**src/rtl/rdx_pkg.sv**
```systemverilog
package rdx_pkg;

	localparam int VALUE_WIDTH = 31;
	localparam int BASE_W      = 6;
	localparam int CHAR_W      = 7;
	localparam int IDX_W       = $clog2(VALUE_WIDTH);

	localparam logic [BASE_W-1:0] MIN_BASE  = BASE_W'(2);
	localparam logic [BASE_W-1:0] MAX_BASE  = BASE_W'(36);
	localparam logic [BASE_W-1:0] DEC_LIMIT = BASE_W'(9);
	localparam logic [BASE_W-1:0] DEC_COUNT = BASE_W'(10);
	localparam logic [CHAR_W-1:0] ASCII_ZERO = CHAR_W'(8'h30);
	localparam logic [CHAR_W-1:0] ASCII_A    = CHAR_W'(8'h41);

	typedef logic [VALUE_WIDTH-1:0] value_t;
	typedef logic [BASE_W-1:0]      base_t;
	typedef logic [CHAR_W-1:0]      char_t;

	typedef struct packed {
		logic busy;
		logic done;
	} div_stat_t;

	function automatic char_t to_ascii(input base_t d);
		char_t c;
		if (d > DEC_LIMIT) begin
			c = ASCII_A + CHAR_W'(d - DEC_COUNT);
		end else begin
			c = ASCII_ZERO + CHAR_W'(d);
		end
		return c;
	endfunction

endpackage

```
**src/rtl/rdx_in_if.sv**
```systemverilog
interface rdx_in_if;
	logic            valid;
	logic            ready;
	rdx_pkg::value_t value;
	rdx_pkg::base_t  base;

	modport source (output valid, output value, output base, input ready);
	modport sink   (input valid, input value, input base, output ready);
endinterface

```
**src/rtl/rdx_out_if.sv**
```systemverilog
interface rdx_out_if;
	logic           valid;
	logic           ready;
	rdx_pkg::char_t digit_char;
	logic           last;

	modport source (output valid, output digit_char, output last, input ready);
	modport sink   (input valid, input digit_char, input last, output ready);
endinterface

```
**src/rtl/rdx_div.sv**
```systemverilog
// restoring divider, one quotient bit per cycle
module rdx_div (
	input  logic                clk,
	input  logic                arst_n,
	input  logic                start,
	input  rdx_pkg::value_t     dividend,
	input  rdx_pkg::base_t      divisor,
	output rdx_pkg::value_t     quotient,
	output rdx_pkg::base_t      remainder,
	output rdx_pkg::div_stat_t  stat
);

	localparam int CNT_W = $clog2(rdx_pkg::VALUE_WIDTH);

	logic                       busy_q;
	logic                       done_q;
	logic [CNT_W-1:0]           cnt_q;
	rdx_pkg::value_t            acc_q;
	rdx_pkg::base_t             rem_q;
	logic [rdx_pkg::BASE_W:0]   trial;
	logic                       ge;
	rdx_pkg::base_t             rem_nxt;

	assign trial   = {rem_q, acc_q[rdx_pkg::VALUE_WIDTH-1]};
	assign ge      = trial >= {1'b0, divisor};
	assign rem_nxt = ge ? rdx_pkg::BASE_W'(trial - {1'b0, divisor})
	                    : trial[rdx_pkg::BASE_W-1:0];

	always_ff @(posedge clk or negedge arst_n) begin
		if (!arst_n) begin
			busy_q <= 1'b0;
			done_q <= 1'b0;
		end else begin
			done_q <= busy_q && (cnt_q == '0);
			if (start) begin
				busy_q <= 1'b1;
			end else if (busy_q && (cnt_q == '0)) begin
				busy_q <= 1'b0;
			end
		end
	end

	always_ff @(posedge clk) begin
		if (start) begin
			acc_q <= dividend;
			rem_q <= '0;
			cnt_q <= CNT_W'(rdx_pkg::VALUE_WIDTH - 1);
		end else if (busy_q) begin
			acc_q <= {acc_q[rdx_pkg::VALUE_WIDTH-2:0], ge};
			rem_q <= rem_nxt;
			cnt_q <= cnt_q - 1'b1;
		end
	end

	assign quotient  = acc_q;
	assign remainder = rem_q;
	assign stat.busy = busy_q;
	assign stat.done = done_q;

endmodule

```
**src/rtl/integer_to_radix_digits.sv**
```systemverilog
// channel | dir | fields            | notes
// item    | in  | value, base       | one number per beat
// digit   | out | digit_char, last  | one beat per digit, MS first
//
// Each digit costs one full division in the bit-serial divider; an item
// takes one division per digit, then one output beat per digit.
// item.ready is high only between items; digits are replayed from a small
// register file once the quotient reaches zero. Reset clears the sequencer
// and the output valid. A stalled digit beat holds until taken.
module integer_to_radix_digits (
	input  logic      clk,
	input  logic      arst_n,
	rdx_in_if.sink    item,
	rdx_out_if.source digit
);

	localparam logic [1:0] ST_IDLE = 2'd0;
	localparam logic [1:0] ST_DIV  = 2'd1;
	localparam logic [1:0] ST_EMIT = 2'd2;

	logic [1:0]                  state_q;
	logic                        start_q;
	logic                        valid_q;
	rdx_pkg::value_t             val_q;
	rdx_pkg::base_t              base_q;
	logic [rdx_pkg::IDX_W-1:0]   cnt_q;
	logic [rdx_pkg::IDX_W-1:0]   idx_q;
	rdx_pkg::char_t              char_q;
	logic                        last_q;
	rdx_pkg::base_t              dig_q [rdx_pkg::VALUE_WIDTH];

	rdx_pkg::base_t              base_sat;
	rdx_pkg::value_t             quot;
	rdx_pkg::base_t              rem;
	rdx_pkg::div_stat_t          div_stat;
	logic                        fin;

	always_comb begin
		if (item.base < rdx_pkg::MIN_BASE) begin
			base_sat = rdx_pkg::MIN_BASE;
		end else if (item.base > rdx_pkg::MAX_BASE) begin
			base_sat = rdx_pkg::MAX_BASE;
		end else begin
			base_sat = item.base;
		end
	end

	rdx_div u_div (
		.clk       (clk),
		.arst_n    (arst_n),
		.start     (start_q),
		.dividend  (val_q),
		.divisor   (base_q),
		.quotient  (quot),
		.remainder (rem),
		.stat      (div_stat)
	);

	assign fin = (state_q == ST_DIV) && div_stat.done && (quot == '0);

	always_ff @(posedge clk or negedge arst_n) begin
		if (!arst_n) begin
			state_q <= ST_IDLE;
			start_q <= 1'b0;
			valid_q <= 1'b0;
		end else begin
			start_q <= 1'b0;
			case (state_q)
				ST_IDLE: begin
					if (item.valid) begin
						start_q <= 1'b1;
						state_q <= ST_DIV;
					end
				end
				ST_DIV: begin
					if (div_stat.done) begin
						if (quot == '0) begin
							valid_q <= 1'b1;
							state_q <= ST_EMIT;
						end else begin
							start_q <= 1'b1;
						end
					end
				end
				ST_EMIT: begin
					if (digit.ready && last_q) begin
						valid_q <= 1'b0;
						state_q <= ST_IDLE;
					end
				end
				default: begin
					valid_q <= 1'b0;
					state_q <= ST_IDLE;
				end
			endcase
		end
	end

	always_ff @(posedge clk) begin
		if ((state_q == ST_IDLE) && item.valid) begin
			val_q  <= item.value;
			base_q <= base_sat;
			cnt_q  <= '0;
		end else if ((state_q == ST_DIV) && div_stat.done) begin
			dig_q[cnt_q] <= rem;
			val_q        <= quot;
			cnt_q        <= cnt_q + 1'b1;
		end
		if (fin) begin
			char_q <= rdx_pkg::to_ascii(rem);
			last_q <= (cnt_q == '0);
			idx_q  <= cnt_q - 1'b1;
		end else if ((state_q == ST_EMIT) && digit.ready && !last_q) begin
			char_q <= rdx_pkg::to_ascii(dig_q[idx_q]);
			last_q <= (idx_q == '0);
			idx_q  <= idx_q - 1'b1;
		end
	end

	assign item.ready       = (state_q == ST_IDLE);
	assign digit.valid      = valid_q;
	assign digit.digit_char = char_q;
	assign digit.last       = last_q;

`ifndef SYNTHESIS
	a_ready_excl: assert property (@(posedge clk) disable iff (!arst_n)
		item.ready |-> !digit.valid)
		else $error("input ready while a digit is pending");

	a_more_digits: assert property (@(posedge clk) disable iff (!arst_n)
		digit.valid && digit.ready && !digit.last |=> digit.valid)
		else $error("digit stream ended without last");

	a_div_state: assert property (@(posedge clk) disable iff (!arst_n)
		div_stat.busy |-> state_q == ST_DIV)
		else $error("divider busy outside division");

	a_start_busy: assert property (@(posedge clk) disable iff (!arst_n)
		start_q |=> div_stat.busy)
		else $error("divider did not start");
`endif

endmodule

```
**src/flat_wrapper.sv**
```systemverilog
// flat-port wrapper written by rule: the top's interface ports become plain ports
module integer_to_radix_digits_flat 
  (clk, arst_n, item_valid, item_value, item_base, item_ready, digit_valid, digit_digit_char, digit_last, digit_ready);
  rdx_in_if item_i ();
  rdx_out_if digit_i ();
  input  logic clk;
  input  logic arst_n;
  input wire logic [$bits(item_i.valid)-1:0] item_valid;
  input wire logic [$bits(item_i.value)-1:0] item_value;
  input wire logic [$bits(item_i.base)-1:0] item_base;
  output wire logic [$bits(item_i.ready)-1:0] item_ready;
  output wire logic [$bits(digit_i.valid)-1:0] digit_valid;
  output wire logic [$bits(digit_i.digit_char)-1:0] digit_digit_char;
  output wire logic [$bits(digit_i.last)-1:0] digit_last;
  input wire logic [$bits(digit_i.ready)-1:0] digit_ready;
  assign item_i.valid = item_valid;
  assign item_i.value = item_value;
  assign item_i.base = item_base;
  assign item_ready = item_i.ready;
  assign digit_valid = digit_i.valid;
  assign digit_digit_char = digit_i.digit_char;
  assign digit_last = digit_i.last;
  assign digit_i.ready = digit_ready;
  integer_to_radix_digits u_core (.clk(clk), .arst_n(arst_n), .item(item_i), .digit(digit_i));
endmodule
```
**config.mk**
```make
export PLATFORM = sky130hd
export DESIGN_NAME = integer_to_radix_digits_flat
export DESIGN_NICKNAME = d
export VERILOG_FILES = /design/src/rtl/rdx_pkg.sv /design/src/rtl/rdx_in_if.sv /design/src/rtl/rdx_out_if.sv /design/src/rtl/rdx_div.sv /design/src/rtl/integer_to_radix_digits.sv /design/src/flat_wrapper.sv
export SDC_FILE = /design/constraint.sdc
export NUM_CORES = 1
export LEC_CHECK = 0
export ABC_AREA = 1
export BUFFER_PORTS_ARGS = -buffer_cell sky130_fd_sc_hd__buf_2
export CAP_MARGIN = 5
export CORE_MARGIN = 5
export CORE_UTILIZATION = 57
export DETAILED_ROUTE_END_ITERATION = 10
export PLACE_DENSITY_LB_ADDON = 0.25
export SETUP_SLACK_MARGIN = 0.15
export SLEW_MARGIN = 20
export SYNTH_ARGS = -nofsm -noshare
export SYNTH_HDL_FRONTEND = slang
export SYNTH_SLANG_ARGS = --single-unit
```
**constraint.sdc**
```tcl
create_clock -name clk -period 3.16 [get_ports clk]
set_input_delay 0.158 -clock clk [delete_from_list [all_inputs] [get_ports clk]]
set_output_delay 0.158 -clock clk [all_outputs]
set_load 0.05 [all_outputs]
```
==> results of run 1 <==
flip-flops by register name, indices dropped and copies added (netlist names), named ones only:
register                 cells
u_core.base_q                6
u_core.cnt_q                 5
u_core.dig_q               186
u_core.digit.digit_char      7
u_core.digit.last            1
u_core.digit.valid           1
u_core.idx_q                 5
u_core.start_q               1
u_core.state_q               2
u_core.u_div.busy_q          1
u_core.u_div.cnt_q           5
u_core.u_div.done_q          1
u_core.u_div.quotient       31
u_core.u_div.remainder       6
u_core.val_q                31
timing repair:
action | CTS | global route
setup buffers | 0 | 0
resized for setup | 0 | 3
endpoints found under the setup margin | 0 | 3
endpoints found under the hold margin | 44 | 0
hold buffers | 40 | 0
placed cells by master (no fill, tap or decap), types with 3 or more instances in the layout:
master	instances
o221ai_1	4
clkbuf_8	4
dfrtp_1	5
o21ai_1	3
nor2_1	80
nand3_1	156
xor2_1	4
clkbuf_16	32
nand2_2	5
xnor2_1	3
dlygate4sd3_1	40
nand4_1	11
dfxtp_1	20
o211ai_1	4
buf_12	3
clkinv_1	5
o21ai_0	99
o22ai_1	7
nand2_1	372
a31oi_1	5
inv_1	95
nor4_1	5
a21oi_1	24
buf_4	24
nor3_1	3
clkbuf_1	5
buf_2	50
ha_1	21
edfxtp_1	267
clkinv_2	8
final timing paths:
kind / startpoint / end / slack (ps) / cells after the start
worst min-delay path: item_base[1] / u_core.base_q[1] / 20 / 3
min in group asynchronous: arst_n / u_core.state_q[0] / 560 / 3
worst max-delay path: flip-flop / u_core.digit.digit_char[5] / 390 / 13
max in group asynchronous: arst_n / u_core.start_q / 2360 / 3
worst max register to register: flip-flop / u_core.digit.digit_char[5] / 390 / 13
worst min register to register: u_core.u_div.cnt_q[4] / u_core.u_div.cnt_q[4] / 470 / 1
report_power, final:
part / switching [uW] / internal (uW)
Combinational: 1480 / 584
Clock: 1460 / 2100
Sequential: 239 / 5180
through the flow:
step | cell area, sq um | hold WS [ps] | total power [uW]
5_1_grt | 15100 | 12.4 | 11500
3_5_place_dp | 13700 | -5.10 | 7470
2_1_floorplan | 13100 | -138 | 6680
4_1_cts | 15100 | 8.52 | 11000
6_report | 15100 | 20.6 | 11000
3_3_place_gp | 13700 | -7.97 | 7370
cells by family (layout without fill, tap and decap cells):
family,after synthesis,after routing,synth area share
buffers and inverters,156,274,0.0496
xor gates and xnor gates,7,7,0.00469
AOI/OAI and AO/OA,154,154,0.0645
adders and majority gates,22,22,0.0216
DFF,294,294,0.657
and+or+nand+nor,637,637,0.203
critical path: stages (launching register included):
cell	delay, ps
dfxtp_1	320
inv_2	430
a32oi_1	190
o21ai_0	280
nand3_1	160
nand2_1	190
ha_1	210
inv_1	50
nor2_2	150
nand2_2	110
a21oi_4	190
nand3_1	100
nand2_1	70
nand2_1	40
cell type report:
class | count | area share
flip-flops and latches | 294 | 0.570
inverters | 100 | 0.0251
well taps | 285 | 0.0236
clock inverters | 15 | 0.00888
clock buffers | 41 | 0.0580
repair buffers | 118 | 0.0598
multi-input cells | 820 | 0.255
metal layers:
layer,track usage,part of all wire,vias up
li1,-,-,4558
met1,0.315,0.41,4598
met2,0.415,0.51,367
met3,0.0309,0.064,47
met4,0.0558,0.019,0
met5,0,0,-
==> metrics.csv, run 1 <==
stage,metric,value,unit
logic_synthesis,top cell type by total area after synthesis,edfxtp_1,
detailed_routing,vias post-DR,9570,
timing,clk_skew,8.33,ps
detailed_routing,DRT antenna net count,0,
power_and_ir_drop,leakage power,0.00587,uW
place,post-detail-place hpwl,19.0,mm
timing,Final period util,0.878,
cells_and_area,final antenna diode count,0,
clocking,Root Driver,clkbuf_16,
logic_synthesis,Post-synth EDFFs,267,
setup_path,crit path DAT,3070,ps
clocking,CTS tree,done,
logic_synthesis,syn_nets,1333,
cells_and_area,Final #Nets,1427,
die,Chip Width,161,um
timing,Final Setup Violations,0,
cells_and_area,Area Growth Syn to Fin,15.3,%
logic_synthesis,Synth warnings,0,
global_routing,initial antenna violation count,0,
die,core area,0.0226,sq mm
die,# rows,55,
logic_synthesis,"Avg Cell Area, Syn",10.3,sq um
clocking,number of buffers created by CTS,30,
clocking,clock latency on the worst-skew pair,550,ps
cells_and_area,flip-flop and latch area,0.00859,sq mm
clocking,H-tree levels,1,
global_routing,largest net degree at the start of global routing,72,
min_path,HP Class,input pin to flip-flop,
power_and_ir_drop,Max VDD drop,0.633,mV
setup_path,worst-path fanout max,27,
global_routing,first-pass GRT wire length,49.2,mm
timing,Slew HR,0.516,
cells_and_area,fill cell count,1670,
place,Routability Congestion,0.860,
place,dpl cells,1577,
place,PortBufs,50,
logic_synthesis,Yosys reg bits,294,
timing,Peak Freq,360,MHz
global_routing,global-route usage over all layers,0.236,
logic_synthesis,asr flop ratio synth,0.0204,
detailed_routing,average wire per cell in the routed design,18.5,um
logic_synthesis,Main synth FF type,edfxtp_1,
logic_synthesis,area share of the leading cell type in the synthesized netlist,0.613,
timing,Setup WS post-layout,385,ps
timing,Fin Setup TNS,0,ps
timing,worst-margin pin slew,724,ps
die,Starting Density,0.578,
detailed_routing,drt total wl,30.9,mm
place,Place WS,415,ps
logic_synthesis,Post-Syn Instances,1270,
power_and_ir_drop,Cell Pwr Density,733,mW/mm^2
logic_synthesis,sequential fraction of the synthesis area,0.657,
cells_and_area,area occupied by multi-input gates,0.00384,sq mm
die,number of I/O pins,51,
die,Die Area,0.0261,sq mm
cells_and_area,Post-Layout Cell Count,1673,
die,Die Y,161,um
setup_path,Worst EP required,3460,ps
detailed_routing,DR vias/cell,5.72,
logic_synthesis,largest cells by area after synthesis,"edfxtp_1 61%, nand2_1 11%, nand3_1 6.0%, o21ai_0 3.8%, dfxtp_1 3.2%",
clocking,clock sinks,294,
detailed_routing,Starting DRT DRC Count,899,
clocking,clk slew on worst S/H paths,60,ps
setup_path,critical path capture point type,flip-flop,
detailed_routing,Residual DRC,0,
setup_path,Setup CP Type,flip-flop to flip-flop,
timing,RSZ-0062 raised after global routing,no,
timing,fin. max-slew vios,0,
timing,min Tclk post-route,2770,ps
global_routing,number of global-route vias before repair,9443,
cells_and_area,layout cells sized above 1,0.100,
flow_run,# Max-Cap Violations,0,
run_status,status,finished clean,
logic_synthesis,post-synth cell types,39,
setup_path,Worst Setup Start Kind,flip-flop,
global_routing,GR Overflow Total,0,
clocking,clk buf depth,3,
logic_synthesis,synth cell count leaders,"372 x nand2_1, 267 x edfxtp_1, 156 x nand3_1",
logic_synthesis,most frequent cell after synthesis,nand2_1,
timing,Final Hold Viols,0,
cells_and_area,Final Util,0.666,
logic_synthesis,synthesized area,0.0131,sq mm
detailed_routing,router iterations before antenna repair,6,
No activity file was read; power rests on OpenSTA's default activity.
==> run 2: changes to the inputs <==
HOLD_SLACK_MARGIN = 0.03   (was not set)
==> run 2 against run 1 <==
  * Register-to-register slack improved by 20 ps
  * Clock skew about the same
  * Worst setup slack improved by 18 ps
  * Critical path type unchanged
==> metrics.csv, run 2 (synthesis gave the netlist of run 1 again) <==
stage,metric,value,unit
setup_path,Worst Setup Start Kind,flip-flop,
detailed_routing,DR vias/cell,5.68,
global_routing,initial antenna violation count,0,
power_and_ir_drop,leakage power,0.00588,uW
detailed_routing,router iterations before antenna repair,5,
power_and_ir_drop,Cell Int Power,7870,uW
power_and_ir_drop,sequential share of power,0.491,
clocking,# Post-CTS Setup Buffers,0,
die,# rows,55,
timing,RSZ-0062 raised after global routing,no,
timing,worst-margin pin slew,745,ps
place,Place WS,415,ps
setup_path,critical path capture point type,flip-flop,
cells_and_area,area occupied by multi-input gates,0.00384,sq mm
setup_path,Max stage delay on crit path,440,ps
global_routing,first-pass GRT wire length,49.3,mm
min_path,HP Class,input pin to flip-flop,
power_and_ir_drop,Net Sw Frac,0.288,
place,post-detail-place hpwl,19.0,mm
clocking,H-tree levels,1,
setup_path,Worst EP required,3450,ps
cells_and_area,layout cells sized above 1,0.100,
setup_path,Setup CP Type,flip-flop to flip-flop,
clocking,clk slew on worst S/H paths,60,ps
cells_and_area,most frequent cells in the layout,"372 x nand2_1, 267 x edfxtp_1, 156 x nand3_1",
timing,Setup WS post-layout,403,ps
timing,min Tclk post-route,2760,ps
power_and_ir_drop,P_sw,3180,uW
clocking,number of buffers created by CTS,30,
power_and_ir_drop,overall power,11000,uW
die,core area,0.0226,sq mm
timing,Final Hold Viols,0,
power_and_ir_drop,Cell Pwr Density,732,mW/mm^2
cells_and_area,Final #Nets,1428,
flow_run,# Max-Cap Violations,0,
cells_and_area,flip-flop and latch area,0.00859,sq mm
cells_and_area,fill cell count,1668,
timing,Final period util,0.872,
timing,Final Setup Violations,0,
clocking,clk buf depth,3,
clocking,Root Driver,clkbuf_16,
timing,Peak Freq,363,MHz
setup_path,Worst Path Buf+Inv,2,
cells_and_area,"most common cell after layout, fill and taps aside",nand2_1,
min_path,Hold Crit Start,item_valid,
place,Placed Area,0.0137,sq mm
setup_path,"slowest stage cell, crit path",inv_2,
setup_path,CP most frequent cell,nand2_1,
global_routing,largest net degree at the start of global routing,72,
clocking,clock latency on the worst-skew pair,540,ps
die,Chip Width,161,um
setup_path,worst-path fanout max,27,
setup_path,r2r setup slk,400,ps
timing,Fin Setup TNS,0,ps
place,PortBufs,50,
detailed_routing,average wire per cell in the routed design,18.5,um
die,Die Y,161,um
clocking,CTS tree,done,
cells_and_area,final antenna diode count,0,
detailed_routing,Starting DRT DRC Count,923,
setup_path,"CP delay by family, top",simple AND/OR/NAND/NOR gates,
cells_and_area,Area Growth Syn to Fin,15.4,%
die,Die Area,0.0261,sq mm
timing,clk_skew,8.37,ps
global_routing,number of global-route vias before repair,9460,
cells_and_area,Reg with most FFs,u_core.dig_q,
power_and_ir_drop,Comb pwr share,0.187,
cells_and_area,final instance area,0.0151,sq mm
clocking,clock sinks,294,
timing,hold_ws,52.3,ps
run_status,status,finished clean,
detailed_routing,Residual DRC,0,
die,Starting Density,0.578,
cells_and_area,max FFs per register,186,
timing,Slew HR,0.502,
setup_path,crit path DAT,3050,ps
power_and_ir_drop,Clock power frac,0.322,
detailed_routing,DRT antenna net count,0,
setup_path,critical path cell sequence,"inv_2, a32oi_1, o21ai_0, nand3_1, nand2_1, ha_1, inv_1, nor2_2, nand2_2, a21oi_4, nand3_1, nand2_1, nand2_1",
global_routing,GR Overflow Total,0,
timing,fin. max-slew vios,0,
detailed_routing,vias post-DR,9511,
global_routing,global-route usage over all layers,0.237,
die,number of I/O pins,51,
power_and_ir_drop,Max VDD drop,0.635,mV
detailed_routing,drt total wl,30.9,mm
place,Routability Congestion,0.860,
## run 2: final cells by class
cell class | instances | area share
clock buffer | 41 | 0.0580
clock inverter | 15 | 0.00887
inverter | 100 | 0.0250
multi-input combinational | 820 | 0.255
sequential | 294 | 0.569
tap | 285 | 0.0236
timing repair buffer | 119 | 0.0604
## run 2: what timing repair did
action	4_1_cts	5_1_grt
setup endpoints to repair	0	3
resized for setup	0	3
endpoints found under the hold margin	45	0
hold buffers	41	0
## run 2: power groups by stage
stage | Clock, uW | Combinational, uW | Sequential, uW
CTS | 3580 | 2040 | 5420
global route | 3760 | 2320 | 5470
finish | 3560 | 2060 | 5420
global placement | 0 | 1900 | 5480
detailed placement | 0 | 1980 | 5490
floorplan | 0 | 1050 | 5630
## run 2: per-layer routing
metal | up-vias | share of wire | track usage
li1 | 4552 | - | -
met1 | 4525 | 0.40 | 0.316
met2 | 382 | 0.50 | 0.417
met3 | 52 | 0.072 | 0.0309
met4 | 0 | 0.019 | 0.0558
met5 | - | 0 | 0
## run 2: metrics by stage
step	std cells	utilization
3_3_place_gp	1577	0.604
6_report	1674	0.666
5_1_grt	1674	0.666
3_5_place_dp	1577	0.604
2_1_floorplan	1270	-
4_1_cts	1674	0.666
## run 2: final timing paths
check | cells past startpoint | to
worst max register to register | 13 | u_core.digit.digit_char[5]
max in group asynchronous | 3 | u_core.start_q
worst min-delay path | 3 | u_core.start_q
worst max-delay path | 13 | u_core.digit.digit_char[5]
worst min register to register | 1 | u_core.u_div.cnt_q[4]
min in group asynchronous | 3 | u_core.state_q[0]
## run 2: worst reg2reg max path, stage by stage, from the launching register on
cell and delay, ps:
dfxtp_1 320, inv_2 440, a32oi_1 210, o21ai_0 280, nand3_1 150, nand2_1 180
ha_1 200, inv_1 50, nor2_2 150, nand2_2 110, a21oi_4 190, nand3_1 100
nand2_1 70, nand2_1 40
